[config.mk]
export PLATFORM = sky130hd
export DESIGN_NAME = fcl_store
export DESIGN_NICKNAME = d
export VERILOG_FILES = /design/src/hdl/fcl_pkg.sv /design/src/hdl/fcl_store.sv
export SDC_FILE = /design/constraint.sdc
export NUM_CORES = 2
export LEC_CHECK = 0
export BUFFER_PORTS_ARGS = -buffer_cell sky130_fd_sc_hd__buf_2
export CORE_MARGIN = 5
export CORE_UTILIZATION = 45
export DETAILED_ROUTE_END_ITERATION = 7
export PLACE_DENSITY = 0.59
export SLEW_MARGIN = 20
export SYNTH_ARGS = -nofsm -noshare
export SYNTH_HDL_FRONTEND = slang
export SYNTH_MEMORY_MAX_BITS = 65536
export SYNTH_SLANG_ARGS = --single-unit
[constraint.sdc]
create_clock -name clk -period 4.15 [get_ports clk]
set_input_delay 0.6225 -clock clk [delete_from_list [all_inputs] [get_ports clk]]
set_output_delay 0.6225 -clock clk [all_outputs]
set_load 0.02 [all_outputs]
[src/hdl/fcl_pkg.sv]
// Package for the fully connected layer: payload structs, mode and register
// codes, and the fixed widths shared by the store, the MAC unit and the top level.
package fcl_pkg;

  // Index fields are four bits wide, so no store dimension goes past this.
  localparam int FIELD_LIMIT = 16;

  // Exact sum of up to sixteen Q16.16 products plus a Q8.8 bias moved to Q16.16.
  localparam int ACC_W = 36;

  localparam int COUNT_W = 5;
  localparam int CFG_INDEX_W = 4;

  localparam logic [1:0] MODE_ELEMENT = 2'd0;
  localparam logic [1:0] MODE_WEIGHT  = 2'd1;
  localparam logic [1:0] MODE_BIAS    = 2'd2;

  localparam logic [CFG_INDEX_W-1:0] REG_INPUT_COUNT  = 4'd0;
  localparam logic [CFG_INDEX_W-1:0] REG_OUTPUT_COUNT = 4'd1;

  typedef struct packed {
    logic [1:0]         mode;
    logic [3:0]         row;
    logic [3:0]         column;
    logic signed [15:0] value;
    logic               last;
  } in_item_t;

  typedef struct packed {
    logic [3:0]         out_index;
    logic signed [15:0] result;
    logic               saturated;
    logic               final_res;
  } out_item_t;

  // Control that travels with each operand pair into the MAC unit.
  typedef struct packed {
    logic valid;
    logic first;
    logic last;
  } mac_ctl_t;

endpackage

[src/hdl/fcl_store.sv]
// Weight, input vector and bias storage for the fully connected layer.
// Writes come from accepted input items; reads are registered. Uses fcl_pkg.
module fcl_store #(
  parameter int ROWS = 16,
  parameter int COLS = 16
) (
  input  logic                          clk,
  input  logic                          rst,
  input  logic                          wr_en,
  input  fcl_pkg::in_item_t             wr_item,
  input  logic [(ROWS > 1 ? $clog2(ROWS) : 1)-1:0] rd_row,
  input  logic [(COLS > 1 ? $clog2(COLS) : 1)-1:0] rd_col,
  output logic signed [15:0]            weight_q,
  output logic signed [15:0]            element_q,
  output logic signed [15:0]            bias_q
);

  localparam int RW  = ROWS > 1 ? $clog2(ROWS) : 1;
  localparam int CW  = COLS > 1 ? $clog2(COLS) : 1;
  localparam int WAW = (ROWS * COLS) > 1 ? $clog2(ROWS * COLS) : 1;

  logic signed [15:0] weight_mem [ROWS*COLS];
  logic signed [15:0] vector_mem [COLS];
  logic signed [15:0] bias_mem [ROWS];
  logic [ROWS-1:0]    bias_valid;

  logic           row_ok;
  logic           col_ok;
  logic [WAW-1:0] wr_addr;
  logic [WAW-1:0] rd_addr;

  assign row_ok  = int'(wr_item.row) < ROWS;
  assign col_ok  = int'(wr_item.column) < COLS;
  assign wr_addr = WAW'(int'(wr_item.row) * COLS + int'(wr_item.column));
  assign rd_addr = WAW'(int'(rd_row) * COLS + int'(rd_col));

  always_ff @(posedge clk) begin
    if (wr_en && wr_item.mode == fcl_pkg::MODE_WEIGHT && row_ok && col_ok) begin
      weight_mem[wr_addr] <= wr_item.value;
    end
    if (wr_en && wr_item.mode == fcl_pkg::MODE_ELEMENT && col_ok) begin
      vector_mem[wr_item.column[CW-1:0]] <= wr_item.value;
    end
    if (wr_en && wr_item.mode == fcl_pkg::MODE_BIAS && row_ok) begin
      bias_mem[wr_item.row[RW-1:0]] <= wr_item.value;
    end
    weight_q  <= weight_mem[rd_addr];
    element_q <= vector_mem[rd_col];
    bias_q    <= bias_valid[rd_row] ? bias_mem[rd_row] : 16'sd0;
  end

  // Biases read as zero until written.
  always_ff @(posedge clk) begin
    if (rst) begin
      bias_valid <= '0;
    end else if (wr_en && wr_item.mode == fcl_pkg::MODE_BIAS && row_ok) begin
      bias_valid[wr_item.row[RW-1:0]] <= 1'b1;
    end
  end

endmodule

# Word level (Yosys, flattened, before mapping)
# Memory sizes are Yosys's and may differ from the RTL's. A register that Yosys moved wholly into a read port is not among the register bits.
# Cells that the tools add are included.
[classes] addsub=2 n_lt_le_gt_ge=3 eq_ne=2 mux=10 bitwise_logic=1 reduce_logical=6
[ops] cell="$add A8 B4 Y8" n=2
[ops] cell="$or A16 B16 Y16" n=1
[ops] cell="$lt A4 B5 Y1 const B" n=2
[ops] cell="$mux W1" n=8
[ops] cell="$bmux W1 S4" n=1
[ops] cell="$demux W1 S4" n=1
[ops] cell="$ge A4 B1 Y1 const B" n=1
[ops] cell="$logic_and A1 B1 Y1" n=4
[ops] cell="$eq A2 B1 Y1 const B" n=1
[ops] cell="$eq A2 B2 Y1 const B" n=1
[ops] cell="$logic_not A2 Y1" n=1
[ops] cell="$logic_not A1 Y1" n=1
[totals] register_bits=16 ramBits=4608 elab_cells=28 memories=3
[memory_table] name="weight_mem" depth=256 word_bits=16 rd=1 rd_ports_with_merged_regs=1 write_ports=1 line="fcl_store.sv:22" text="logic signed [15:0] weight_mem [ROWS*COLS];"
[memory_table] name="bias_mem" depth=16 word_bits=16 rd=1 rd_ports_with_merged_regs=1 write_ports=1 line="fcl_store.sv:24" text="logic signed [15:0] bias_mem [ROWS];"
[memory_table] name="vector_mem" depth=16 word_bits=16 rd=1 rd_ports_with_merged_regs=1 write_ports=1 line="fcl_store.sv:23" text="logic signed [15:0] vector_mem [COLS];"

# Logic depth before layout (Yosys ltp)
[depth] word_depth=5 depth_mapped=12 depth_no_buf=6

# Worst setup path before layout
# Ideal clock, no wire load.
[synth_path] kind="input-to-reg" start="input wr_item[26] (netlist bit)" end="memory vector_mem[4][0] (enable)" setup_ps=409 arrival_ps=2922 setup_slack_ps=819 path_stages=4 path_buffers=1 cell_sequence="or3b_2 -> clkbuf_1 -> or3b_2 -> nor3_1"
[synth_between] elab_chain_cells=4
[synth_rtl] item="from (decl)" line="fcl_store.sv:10" text="input fcl_pkg::in_item_t wr_item,"
[synth_rtl] item="$logic_not A2 Y1" line="fcl_store.sv:41" text="if (wr_en && wr_item.mode == fcl_pkg::MODE_ELEMENT && col_ok) begin"
[synth_rtl] item="$logic_and A1 B1 Y1" line="fcl_store.sv:41"
[synth_rtl] item="$mux W1" line="fcl_store.sv:41"
[synth_rtl] item="$mux W1 (implied by the code)" line="fcl_store.sv:42" text="vector_mem[wr_item.column[CW-1:0]] <= wr_item.value;"
[synth_rtl] item="to (decl)" line="fcl_store.sv:23"
# No other way between the ends.

# Worst setup path in the final report
[layout_path] start="input rd_col[0] (netlist bit)" end="register weight_q[15], read port of weight_mem"
[layout_between] elab_chain_cells=1
[layout_rtl] item="from (decl)" line="fcl_store.sv:12" text="input logic [(COLS > 1 ? $clog2(COLS) : 1)-1:0] rd_col,"
[layout_rtl] item="$add A8 B4 Y8" line="fcl_store.sv:35" text="assign rd_addr = WAW'(int'(rd_row) * COLS + int'(rd_col));"
[layout_rtl] item="to (decl)" line="fcl_store.sv:13" text="output logic signed [15:0] weight_q,"
# No other way between the ends.
# A chain may end at the register's enable or synchronous reset.

==> impl_metrics.toml <==
[placement]
placed_cells = 13705
io_buffers = 84
dp_hpwl_um = 270400
place_congestion = 0.8189

[final_layout]
layout-drive-gt1-share_pct = 27.55
final_common_cell = "edfxtp_1"
fill_cells = 30788
fin_nets = 8970
multiInputGateArea_um2 = 37050
syn_to_final_growth_pct = 14.39
utilization_pct = 51.74
seqCellArea_um2 = 139700
finalNonFillerCells = 14580
final_cell_mix = "edfxtp_1 (4608), mux4_2 (929), mux2i_1 (644)"

[critical_path]
path_max_fanout = 56
crit_type = "in -> reg"
critPathLaunchType = "input pin"
cp_common_cell = "buf_12"
max_stage_delay_ns = 0.53
end_kind = "flip-flop"
cp.required_ns = 5.04
crit_slowest_cell = "buf_4"
cp.arrival_ns = 4.10
cp_cell_sequence = "buf_12 -> buf_12 -> buf_12 -> buf_4 -> mux2i_1 -> o221ai_1 -> o22ai_1 -> o21ai_0 -> o21ai_0 -> buf_4 -> nor4_2"

[routing]
viasPerCell = 5.988
vias = 87303
route.detailed.drc = 0
wirelength_um = 461400
routedWlPerCell_um = 31.65
ant_nets = 0
drtPass1Iterations = 6
drt_iter0_markers = 9707

[grt]
grt_pass1_wl_um = 655600
gr-total-overflow = 0
grt_max_degree = 144
grt_pass1_vias = 87893
antenna_found_initial = 41
grt_use_total_pct = 22.16

[die]
start_util_pct = 45.23
row_count = 231
dieArea_um2 = 411300
dieHeight_um = 641.3
io-pin-count = 86
die_w_um = 641.3
core_um2 = 396500

[yosys]
synthCells = 8217
synth.cell_area_um2 = 179400
async_flop_share_pct = 0
synth_edf_count = 4608
synth_top_family_by_area = "multiplexers"
synth_compound_area_share_pct = 3.422
yosysWarnings = 0
synth_fa_ha_area_share_pct = 0
synthMuxAreaShare_pct = 15.67
synth_cell_type_count = 43
synthSimpleGateAreaFrac_pct = 1.358
synth_top_area_share_pct = 77.15
synth_top_area_cell = "edfxtp_1"
synthXorXnorAreaFrac_pct = 0
seq_area_frac_synth_pct = 77.86
synth.avg_cell_area_um2 = 21.83
ys.flop_type = "edfxtp_1"
syn-num-nets = 8255
yosys-top-cells-area = "edfxtp_1 (77%), mux4_2 (12%), mux2i_1 (3.6%), o221ai_1 (1.6%), nor2_1 (0.79%)"
ys_ff_latch = 4672

[sta]
fin_crit_ns = 3.204
rsz0062_at_grt = "no"
fmax_ghz = 0.3121
post-route-period-util_pct = 77.21
relSlewSlack_pct = 18.23
drv_slew = 0
fin_setup_tns_ns = 0
hold_viol = 0
clock_skew_ns = 0.05755
worst_pin_slew_ns = 1.211
setup_violations = 0

[clocking]
clk_pin_slew_ns = 0.06
post_cts_buffers = 0
cts_hold_buf = 2
cts.repair.resized = 0
clkSinkCount = 4672
cts_tree = "built"
cts_inserted_buffers = 464
insertion_delay_ns = 1.01
htree_levels = 5
cts_buffer_depth = 4
cts_root_buf = "clkbuf_16"

[power_and_ir_drop]
seqPwrFrac_pct = 52.8
power_density_nw_per_um2 = 480.1
p_sw_share_pct = 21.19
internal_power_mw = 77.62
clockPowerShare_pct = 42.2
ir_drop_mv = 0.3393
power_frac_comb_pct = 5.0
p_leak_nw = 65.48
power_switching_mw = 20.88

[hold_path]
hold_class = "in -> reg"

[run_status]
status = "complete, no violations"

[run]
max-cap-violations = 0
## power groups by stage
stage / Sequential, mW / Clock [mW] / Combinational [mW]
2_1_floorplan: 53.0 / 0 / 2.56
3_3_place_gp: 53.0 / 0 / 4.85
3_5_place_dp: 53.0 / 0 / 4.94
4_1_cts: 52.0 / 42.3 / 4.95
5_1_grt: 52.0 / 44.3 / 5.17
6_report: 52.0 / 41.6 / 4.90
## path summary, 6_finish.rpt
path                           startpoint  cells after the start  slack [ns]                            end
max                             rd_col[0]                     11        0.95           weight_q[15]$_DFF_P_
min                           wr_item[14]                      1        0.11  weight_mem[247][13]$_DFFE_PP_
max reg2reg  weight_mem[131][3]$_DFFE_PP_                      7        1.44            weight_q[3]$_DFF_P_
min reg2reg   bias_valid[10]$_SDFFE_PP0P_                      2        0.47    bias_valid[10]$_SDFFE_PP0P_
## final cells by class
class	instances	area share, %
timing repair buffer	746	3.288
tap	5242	3.197
inverter	3	0.01037
multi-input combinational	3045	18.06
sequential	4672	68.07
antenna	10	0.01220
clock inverter	283	1.342
clock buffer	579	6.025
## layer usage
layer	global-route usage (%)	vias to the layer above	routed length, um
met5	0	-	72
met4	6.577	12	14560
met3	3.679	691	34360
met2	35.77	3539	224000
met1	31.34	46712	188500
li1	-	36349	-
## sequential cells by signal, indices dropped and copies added, names as in the netlist
name        flops
bias_valid     16
weight_q       16
weight_mem   4096
bias_q         16
bias_mem      256
vector_mem    256
element_q      16
## logic make-up (layout without fill, tap and decap cells)
| logic type | Yosys count | after routing |
|---|---|---|
| flops | 4672 | 4672 |
| mux | 1638 | 1638 |
| other cells | 0 | 10 |
| buf+inv | 500 | 1611 |
| compound gates | 848 | 848 |
| simple gates | 559 | 559 |
## per-stage QoR
step                      power, mW  worst slack, ns  hold WS, ns  area, um^2
after global placement        57.87         -0.09614       0.4438      190000
after floorplan               55.59           0.8190       0.4348      179400
after global routing          101.5           0.7893      0.06683      205200
after detailed placement      57.96         -0.05828       0.4598      190000
after CTS                     99.30            1.024      0.03436      205100
final                         98.50           0.9457       0.1145      205200
## cells in the mapped netlist, types with 3 or more instances
| master | number |
|---|---|
| a211oi_1 | 3 |
| a21oi_1 | 163 |
| a221oi_1 | 16 |
| a22o_1 | 32 |
| a22oi_1 | 16 |
| and3b_1 | 3 |
| buf_1 | 25 |
| buf_12 | 12 |
| buf_2 | 89 |
| buf_4 | 47 |
| buf_6 | 73 |
| buf_8 | 11 |
| clkbuf_1 | 240 |
| dfxtp_1 | 64 |
| edfxtp_1 | 4608 |
| inv_1 | 3 |
| mux2_2 | 65 |
| mux2i_1 | 644 |
| mux4_2 | 929 |
| nand2_1 | 56 |
| nand2b_1 | 5 |
| nand3_1 | 16 |
| nand3b_1 | 3 |
| nand4_1 | 8 |
| nor2_1 | 379 |
| nor2b_1 | 25 |
| nor3_1 | 37 |
| nor4_1 | 7 |
| nor4_2 | 11 |
| o21ai_0 | 80 |
| o221ai_1 | 320 |
| o22ai_1 | 166 |
| o311ai_0 | 16 |
| o31ai_1 | 16 |
| o32ai_1 | 5 |
| o32ai_2 | 11 |
| or3b_2 | 4 |
## critical path, delay by kind of cell
kind	cells	cell delay [ns]
AOI/OAI and AO/OA	4	1.19
buffers and inverters	5	1.62
muxes	1	0.16
and+or+nand+nor	1	0.24
(Power assumes the default switching activity.)
