## config.mk

```make
export PLATFORM = sky130hd
export DESIGN_NAME = fcl_mac
export DESIGN_NICKNAME = d
export VERILOG_FILES = /design/src/hdl/fcl_pkg.sv /design/src/hdl/fcl_mac.sv
export SDC_FILE = /design/constraint.sdc
export NUM_CORES = 1
export LEC_CHECK = 0
export BUFFER_PORTS_ARGS = -buffer_cell sky130_fd_sc_hd__buf_4
export CAP_MARGIN = 20
export CORE_MARGIN = 8
export CORE_UTILIZATION = 35
export DETAILED_ROUTE_END_ITERATION = 8
export PLACE_DENSITY = 0.56
export SLEW_MARGIN = 0
export SYNTH_ARGS = -nofsm -noshare
export SYNTH_HDL_FRONTEND = slang
export SYNTH_SLANG_ARGS = --single-unit
```

## constraint.sdc

```tcl
create_clock -name clk -period 22.3 [get_ports clk]
set_clock_uncertainty 0.2 [all_clocks]
set_input_delay 4.46 -clock clk [delete_from_list [all_inputs] [get_ports clk]]
set_output_delay 4.46 -clock clk [all_outputs]
set_load 0.1 [all_outputs]
```

## src/hdl/fcl_pkg.sv

```systemverilog
// Package for the fully connected layer: payload structs, mode and register
// codes, and the fixed widths shared by the store, the MAC unit and the top level.
package fcl_pkg;

  // Index fields are four bits wide, so no store dimension goes past this.
  localparam int FIELD_LIMIT = 16;

  // Exact sum of up to sixteen Q16.16 products plus a Q8.8 bias moved to Q16.16.
  localparam int ACC_W = 36;

  localparam int COUNT_W = 5;
  localparam int CFG_INDEX_W = 4;

  localparam logic [1:0] MODE_ELEMENT = 2'd0;
  localparam logic [1:0] MODE_WEIGHT  = 2'd1;
  localparam logic [1:0] MODE_BIAS    = 2'd2;

  localparam logic [CFG_INDEX_W-1:0] REG_INPUT_COUNT  = 4'd0;
  localparam logic [CFG_INDEX_W-1:0] REG_OUTPUT_COUNT = 4'd1;

  typedef struct packed {
    logic [1:0]         mode;
    logic [3:0]         row;
    logic [3:0]         column;
    logic signed [15:0] value;
    logic               last;
  } in_item_t;

  typedef struct packed {
    logic [3:0]         out_index;
    logic signed [15:0] result;
    logic               saturated;
    logic               final_res;
  } out_item_t;

  // Control that travels with each operand pair into the MAC unit.
  typedef struct packed {
    logic valid;
    logic first;
    logic last;
  } mac_ctl_t;

endpackage

```

## src/hdl/fcl_mac.sv

```systemverilog
// Shared multiply-accumulate unit with Q8.8 rounding and saturation.
// One registered multiply stage, one accumulate stage. Uses fcl_pkg.
module fcl_mac (
  input  logic                 clk,
  input  logic                 rst,
  input  fcl_pkg::mac_ctl_t    ctl,
  input  logic signed [15:0]   weight,
  input  logic signed [15:0]   element,
  input  logic signed [15:0]   bias,
  output logic                 done,
  output logic signed [15:0]   result,
  output logic                 saturated
);

  localparam int ACC_W = fcl_pkg::ACC_W;
  localparam int Q_W   = ACC_W - 8;

  fcl_pkg::mac_ctl_t        ctl_a;
  logic signed [31:0]       prod;
  logic signed [15:0]       bias_a;
  logic signed [ACC_W-1:0]  acc;
  logic signed [ACC_W-1:0]  prod_ext;
  logic signed [ACC_W-1:0]  bias_ext;
  logic signed [ACC_W-1:0]  rounded;
  logic signed [Q_W-1:0]    q;
  logic                     over_pos;
  logic                     over_neg;

  always_ff @(posedge clk) begin
    prod   <= weight * element;
    bias_a <= bias;
    if (ctl_a.valid) begin
      acc <= ctl_a.first ? bias_ext + prod_ext : acc + prod_ext;
    end
  end

  always_ff @(posedge clk) begin
    if (rst) begin
      ctl_a <= '0;
      done  <= 1'b0;
    end else begin
      ctl_a <= ctl;
      done  <= ctl_a.valid && ctl_a.last;
    end
  end

  assign prod_ext = {{(ACC_W-32){prod[31]}}, prod};
  assign bias_ext = {{(ACC_W-24){bias_a[15]}}, bias_a, 8'd0};

  // Add half an LSB, then the arithmetic shift floors, so ties round up.
  assign rounded  = acc + ACC_W'(128);
  assign q        = rounded[ACC_W-1:8];
  assign over_pos = !q[Q_W-1] && (|q[Q_W-2:15]);
  assign over_neg = q[Q_W-1] && !(&q[Q_W-2:15]);

  always_comb begin
    saturated = over_pos || over_neg;
    if (over_pos) begin
      result = 16'sh7fff;
    end else if (over_neg) begin
      result = -16'sh8000;
    end else begin
      result = q[15:0];
    end
  end

endmodule

```

# Word level (Yosys, flattened, before mapping)
# Index checks and enable logic that the tools add are counted.
dict set report totals {
  register_bits 88
  ram_bits 0
  wordCells 22
  mem_count 0
  inputBits 53
  latchBits 0
  romBits 0
  output_inout_bits 18
}
dict set report classes {
  muxes 3
  reduce_logical 8
  n_mul 1
  n_addsub 3
  shift 0
  n_bitwise 0
  order_cmp 0
  n_eq_ne 0
  div_mod_pow 0
}
# cell count
set ops {}
lappend ops {{$add A36 B32 Y36} 1}
lappend ops {{$add A36 B9 Y36 const B} 1}
lappend ops {{$mux W36} 1}
lappend ops {{$add A24 B32 Y33} 1}
lappend ops {{$mul A16 B16 Y32} 1}
lappend ops {{$mux W16} 2}
lappend ops {{$reduce_and A12 Y1} 1}
lappend ops {{$reduce_or A12 Y1} 1}
lappend ops {{$logic_and A1 B1 Y1} 3}
lappend ops {{$logic_not A1 Y1} 2}
lappend ops {{$logic_or A1 B1 Y1} 1}

# Depth between registers and ports, before layout
# Gate-level depths: netlist of run 1.
dict set report depth {
  word_depth 6
  depth_mapped 23
  ltp_nobuf 22
}

# Worst setup path before layout of run 1
# Ideal clock, no wire load.
dict set report synth_timing {
  path_type {input to register}
  from {in weight[15]}
  to {reg prod[28]}
  stages 19
  required_ns 21.980
  setup_ns 0.120
  slack_ns 12.209
  n_path_buf 2
  arrival_time_ns 9.772
  path_cell_list {clkbuf_1 nand2_1 inv_1 fa_1 fa_1 inv_1 fa_1 fa_1 fa_1 fa_1 inv_1 ha_1 clkbuf_1 a21oi_1 o21bai_1 a21oi_1 o21ai_0 and4_1 a211o_1}
}
dict set report synth_via {
  elab_chain_len 1
}
# element line_no
set synth_lines {}
lappend synth_lines {{start: declaration} fcl_mac.sv:7} ;# input logic signed [15:0] weight,
lappend synth_lines {{$mul A16 B16 Y32} fcl_mac.sv:30} ;# prod <= weight * element;
lappend synth_lines {{end signal: assignment} fcl_mac.sv:30}
lappend synth_lines {{end: declaration} fcl_mac.sv:19} ;# logic signed [31:0] prod;
# Every way passes these cells.
# A chain may end at the register's enable or synchronous reset.

# Worst setup path after layout of run 1
dict set report layout_timing {
  from {in element[4]}
  to {reg prod[28]}
}
dict set report layout_via {
  elab_chain_len 1
}
# element line_no
set layout_lines {}
lappend layout_lines {{start: declaration} fcl_mac.sv:8} ;# input logic signed [15:0] element,
lappend layout_lines {{$mul A16 B16 Y32} fcl_mac.sv:30}
# Every way passes these cells.

==> impl_metrics.json, run 1 <==
{
  "status": "completed",
  "cts-root-buf": "clkbuf_16",
  "cts_buffer_depth": 2,
  "cts_buffers": 9,
  "cp_max_fo": 16,
  "ys.warnings.count": 0,
  "ctsHoldBuffers": 0,
  "finalSetupTns_ns": 0,
  "yosysTopAreaCellShare_pct": 32.77,
  "hold_ws_ns": 0.2194,
  "synth_area_sq_mm": 0.01613,
  "clkLatencyLatePin_ns": 0.37,
  "cap_violations": 0,
  "clk_pin_slew_worst_paths_ns": 0.07,
  "worst_r2r_endpoint": "acc[33]$_DFFE_PP_",
  "coreArea_sq_mm": 0.04548,
  "synth.ff_latch_count": 88,
  "crit_path_start": "element[4]",
  "timing.reg2reg.setup_slack_ns": 18.70,
  "cts.sinks": 88,
  "postCtsSetupBuffers": 0,
  "grt_pass1_vias": 12720,
  "grt_usage_pct": 15.23,
  "drt_iter0_drc": 702,
  "setup_viol": 0,
  "fin_nets": 2292,
  "synth_area_leaders": "fa_1, ha_1, inv_1",
  "drt-total-wl_mm": 39.30,
  "end_kind": "flop",
  "syn_to_final_growth_pct": 8.936,
  "fmax_ghz": 0.09843,
  "synth_edf_count": 36,
  "fill_cells": 4679,
  "die_x_microns": 230.7,
  "startpoint_type": "input pin",
  "rr_worst_depth": 9,
  "r2r-start": "acc[28]$_DFFE_PP_",
  "antenna_found_initial": 0,
  "drt-wirelength-per-cell_microns": 16.12,
  "vias_per_cell": 4.938,
  "drive_above_1_share_pct": 6.094,
  "dr.pass1.iters": 5,
  "drc": 0,
  "crit_end": "prod[28]$_DFF_P_",
  "htree_levels": 3,
  "ys_seq_area_share_pct": 13.16,
  "grt_pass1_wl_mm": 66.47,
  "antenna_left": 0,
  "overflow": 0,
  "finalNonFillerCells": 2438,
  "synth_cell_types": 71,
  "cts_tree": "yes",
  "synth_top_cell_by_area": "fa_1",
  "timing.final.crit_share_pct": 45.56,
  "antenna_cells": 0,
  "initial_core_util_pct": 35.47,
  "crit_type": "input pin to flop",
  "relSlewSlack_pct": 45.84,
  "rows": 78,
  "final-hold-violation-count": 0,
  "tightestPinTransition_ns": 0.8086,
  "die_height_microns": 230.7,
  "synthArstFlopShare_pct": 0,
  "post_cts_resized": 0,
  "dr_total_vias": 12040,
  "synth_cells": 1793,
  "die_area_sq_mm": 0.05321,
  "synth_fp_nets": 2252,
  "slew_violations": 0,
  "post-dp-hpwl_mm": 33.22,
  "grt_max_degree": 60,
  "syn_area_per_cell_sq_um": 8.996,
  "cp_data_arrival_time_ns": 10.22,
  "required_ns": 22.36,
  "min_path_type": "flop to flop",
  "place_congestion": 0.9067,
  "synth_flop_cell": "dfxtp_1",
  "rsz0062_at_grt": "no",
  "dp_cells": 2422,
  "placedInstanceArea_sq_mm": 0.01726,
  "numPortBuffers": 70,
  "design_area_sq_mm": 0.01757,
  "synthTopCellsByCount": "inv_1, fa_1, nand2_1",
  "yosysMostFrequentCell": "inv_1",
  "ios": 71,
  "min_period_ns": 10.16
}
-- metal layers --
metal | vias up | global-route usage, % | share of wire, %
li1 | 5867 | - | -
met4 | 0 | 3.286 | 1.4
met3 | 31 | 1.815 | 3.7
met2 | 238 | 24.51 | 45
met1 | 5903 | 21.78 | 50
met5 | - | 0 | 0
-- critical path: stages --
cell and delay (ns):
buf_4 0.17, and2_1 0.19, fa_1 0.53, inv_1 0.05, fa_1 0.47, fa_1 0.51
fa_1 0.55, inv_1 0.05, fa_1 0.54, inv_1 0.06, fa_1 0.53, inv_1 0.04
ha_1 0.36, a21oi_1 0.15, o21ai_0 0.09, a21oi_1 0.33, nand3_1 0.16, o211ai_1 0.34
nand4_1 0.19, and4_1 0.21, a211o_1 0.22
-- layout make-up --
class	instances	area (sq um)	area share [%]
multi-input cells	1310	12510	71.22
flip-flops and latches	88	2123	12.08
inverters	349	1310	7.456
well taps	600	750.7	4.273
repair buffers	75	563.0	3.204
clock buffers	9	225.2	1.282
clock inverters	7	83.83	0.4771
-- cell usage in the layout, fill, tap and decap left out, types with 15 or more instances in the layout --
cell      netlist  final
inv_1         349    349
fa_1          264    264
nand2_1       172    172
ha_1          142    142
and2_1        126    126
buf_4           0     75
a21oi_1        72     72
o21ai_0        64     64
xnor2_1        62     62
nor2_1         59     59
dfxtp_1        52     51
edfxtp_1       36     36
xor2_1         34     34
nand3_1        33     33
a21o_1         28     28
nand4_1        17     17
nand2b_1       17     17
nor3_1         16     16
o21a_1         15     15
-- how the worst min path moves through the flow --
stage / startpoint / end / slack [ns] / cells past startpoint
after floorplan: ctl_a[0]$_SDFF_PP0_ / done$_SDFF_PP0_ / 0.20 / 2
after CTS: ctl_a[0]$_SDFF_PP0_ / done$_SDFF_PP0_ / 0.22 / 2
after global placement: ctl_a[0]$_SDFF_PP0_ / done$_SDFF_PP0_ / 0.20 / 2
after detailed placement: ctl_a[0]$_SDFF_PP0_ / done$_SDFF_PP0_ / 0.21 / 2
after global routing: ctl_a[0]$_SDFF_PP0_ / done$_SDFF_PP0_ / 0.24 / 2
final: ctl_a[0]$_SDFF_PP0_ / done$_SDFF_PP0_ / 0.22 / 2
-- per-stage QoR --
| stage | setup slack, ns | utilization, % |
|---|---|---|
| floorplan | 12.21 | - |
| global route | 11.74 | 38.63 |
| finish | 12.14 | 38.63 |
| global placement | 11.85 | 37.96 |
| CTS | 12.14 | 38.63 |
| detailed placement | 11.74 | 37.96 |
-- state kept, by name, indices dropped and copies added (netlist names) --
register	cells
bias_a	16
ctl_a	3
done	1
acc	36
prod	32
-- kinds of logic after synthesis --
kind of cell / count (synthesis) / synth area share, %
XOR/XNOR: 96 / 5.213
buffers and inverters: 395 / 9.255
multiplexers: 11 / 0.7059
AND/OR/NAND/NOR: 507 / 16.27
flip-flops: 88 / 13.16
AO/OA/AOI/OAI: 290 / 11.62
adder cells (fa/ha/maj): 406 / 43.78
Power of run 1 is not shown: default switching activity piles up to over one toggle a cycle in this logic, so the estimate is an artifact.
==> run 2: changes to the inputs <==
==> constraint.sdc (replaced) <==
create_clock -name clk -period 9.89 [get_ports clk]
set_clock_uncertainty 0.2 [all_clocks]
set_input_delay 1.978 -clock clk [delete_from_list [all_inputs] [get_ports clk]]
set_output_delay 1.978 -clock clk [all_outputs]
set_load 0.1 [all_outputs]
==> run 2 against run 1 <==
Largest cell class unchanged. Count of clock-buffer cells in the layout unchanged. Utilization about the same. Sequential cell count unchanged. Wire length increased by 0.26%. Hold slack about the same. Final cell count unchanged. Critical endpoint unchanged. Critical path depth unchanged. Global-route usage decreased by 0.14 points. First-iteration DRC count increased by 6.3%.
==> impl_metrics.json, run 2 (synthesis results as in run 1) <==
{
  "timing.final.crit_share_pct": 77.21,
  "post_cts_resized": 0,
  "die_x_microns": 230.7,
  "ctsHoldBuffers": 0,
  "hold_ws_ns": 0.2197,
  "critPathSlowestCell": "fa_1",
  "clk_pin_slew_worst_paths_ns": 0.07,
  "place_congestion": 0.9056,
  "drt-total-wl_mm": 39.40,
  "dr_total_vias": 12040,
  "drc": 0,
  "cts-root-buf": "clkbuf_16",
  "grt_usage_pct": 15.09,
  "relSlewSlack_pct": 44.47,
  "cts.sinks": 88,
  "wirelength_met1_mm": 19.48,
  "postCtsSetupBuffers": 0,
  "min_path_type": "flop to flop",
  "cts_tree": "yes",
  "coreArea_sq_mm": 0.04548,
  "drt_iter0_drc": 746,
  "top_layer": "met4",
  "end_kind": "flop",
  "die_height_microns": 230.7,
  "wl_met2_mm": 17.67,
  "fmax_ghz": 0.1310,
  "drive_above_1_share_pct": 6.094,
  "worstPathCellList": "buf_4 > and2_1 > fa_1 > inv_1 > fa_1 > fa_1 > fa_1 > inv_1 > fa_1 > inv_1 > fa_1 > inv_1 > ha_1 > a21oi_1 > o21ai_0 > a21oi_1 > nand3_1 > o211ai_1 > nand4_1 > and4_1 > a211o_1",
  "timing.reg2reg.setup_slack_ns": 6.32,
  "top_register": "acc",
  "rows": 78,
  "holdPathStages": 2,
  "tightestPinTransition_ns": 0.8291,
  "max_stage_delay_ns": 0.55,
  "numPortBuffers": 70,
  "clkLatencyLatePin_ns": 0.37,
  "fin_nets": 2292,
  "final-hold-violation-count": 0,
  "r2r-start": "acc[6]$_DFFE_PP_",
  "syn_to_final_growth_pct": 8.905,
  "preCtsSetupSlack_ns": 1.846,
  "overflow": 0,
  "met3WireLength_mm": 1.776,
  "grt_pass1_vias": 12530,
  "htree_levels": 3,
  "largest_register_ffs": 36,
  "grt_max_degree": 60,
  "rsz0062_at_grt": "no",
  "cap_violations": 0,
  "slew_violations": 0,
  "min_from": "ctl_a[0]$_SDFF_PP0_",
  "rr_worst_depth": 9,
  "startpoint_type": "input pin",
  "mostFrequentLayoutCells": "inv_1, fa_1, nand2_1",
  "top_regs": "acc x36, prod x32, bias_a x16",
  "fill_cells": 4688,
  "cts_buffer_depth": 2,
  "cp_data_arrival_time_ns": 7.69,
  "seq_area_sq_mm": 0.002123,
  "setup_viol": 0,
  "final_common_cell": "inv_1",
  "finalSetupTns_ns": 0,
  "cts_buffers": 9,
  "ios": 71,
  "drt-wirelength-per-cell_microns": 16.16,
  "die_area_sq_mm": 0.05321,
  "crit_type": "input pin to flop",
  "required_ns": 9.95,
  "worst_r2r_endpoint": "acc[33]$_DFFE_PP_",
  "fin_ws_ns": 2.254,
  "dr.pass1.iters": 7,
  "status": "completed",
  "antenna_cells": 0,
  "vias_per_cell": 4.938,
  "antenna_found_initial": 0,
  "grt_pass1_wl_mm": 65.61,
  "cp_max_fo": 16,
  "min_period_ns": 7.636,
  "post-dp-hpwl_mm": 33.20,
  "initial_core_util_pct": 35.47,
  "antenna_left": 0,
  "multi_input_area_sq_mm": 0.01251,
  "crit_top_cell": "fa_1",
  "whs_endpoint": "done$_SDFF_PP0_"
}
==> run 2: cell types whose count changed in the layout (fill, tap and decap cells not counted), sizes merged <==
cell	delta
clkinv	-1
inv	+1
==> run 2: area by class of cell <==
| cell class | count | area share [%] |
|---|---|---|
| inverter | 349 | 7.458 |
| clock buffer | 9 | 1.282 |
| multi-input combinational | 1310 | 71.24 |
| clock inverter | 7 | 0.4487 |
| tap | 600 | 4.274 |
| timing repair buffer | 75 | 3.205 |
| sequential | 88 | 12.09 |
==> run 2: worst max-delay path by stage <==
stage | end | startpoint | depth (start not counted)
floorplan | prod[28]$_DFF_P_ | weight[15] | 19
global placement | prod[28]$_DFF_P_ | element[4] | 21
detailed placement | prod[28]$_DFF_P_ | element[4] | 21
CTS | prod[28]$_DFF_P_ | element[4] | 21
global route | prod[30]$_DFF_P_ | element[1] | 20
finish | prod[28]$_DFF_P_ | element[4] | 21
==> run 2: critical path, delay by kind of cell <==
| kind | cells | cell delay (ns) |
|---|---|---|
| compound gates | 5 | 1.09 |
| fa+ha+maj | 7 | 3.47 |
| buf+inv | 5 | 0.37 |
| simple gates | 4 | 0.76 |
==> run 2: metal layers <==
layer | global-route usage (%) | vias up
li1 | - | 5867
met1 | 21.43 | 5863
met2 | 24.46 | 280
met3 | 1.938 | 30
met4 | 3.049 | 0
met5 | 0 | -
==> run 2: metrics by stage <==
step                      instance area (sq um)  instances  utilization (%)
final                                     17570       2438            38.62
after global routing                      17570       2438            38.62
after CTS                                 17570       2438            38.62
after detailed placement                  17260       2422            37.96
after global placement                    17260       2422            37.96
after floorplan                           16130       1793                -
Power of run 2 is left out for the same reason.
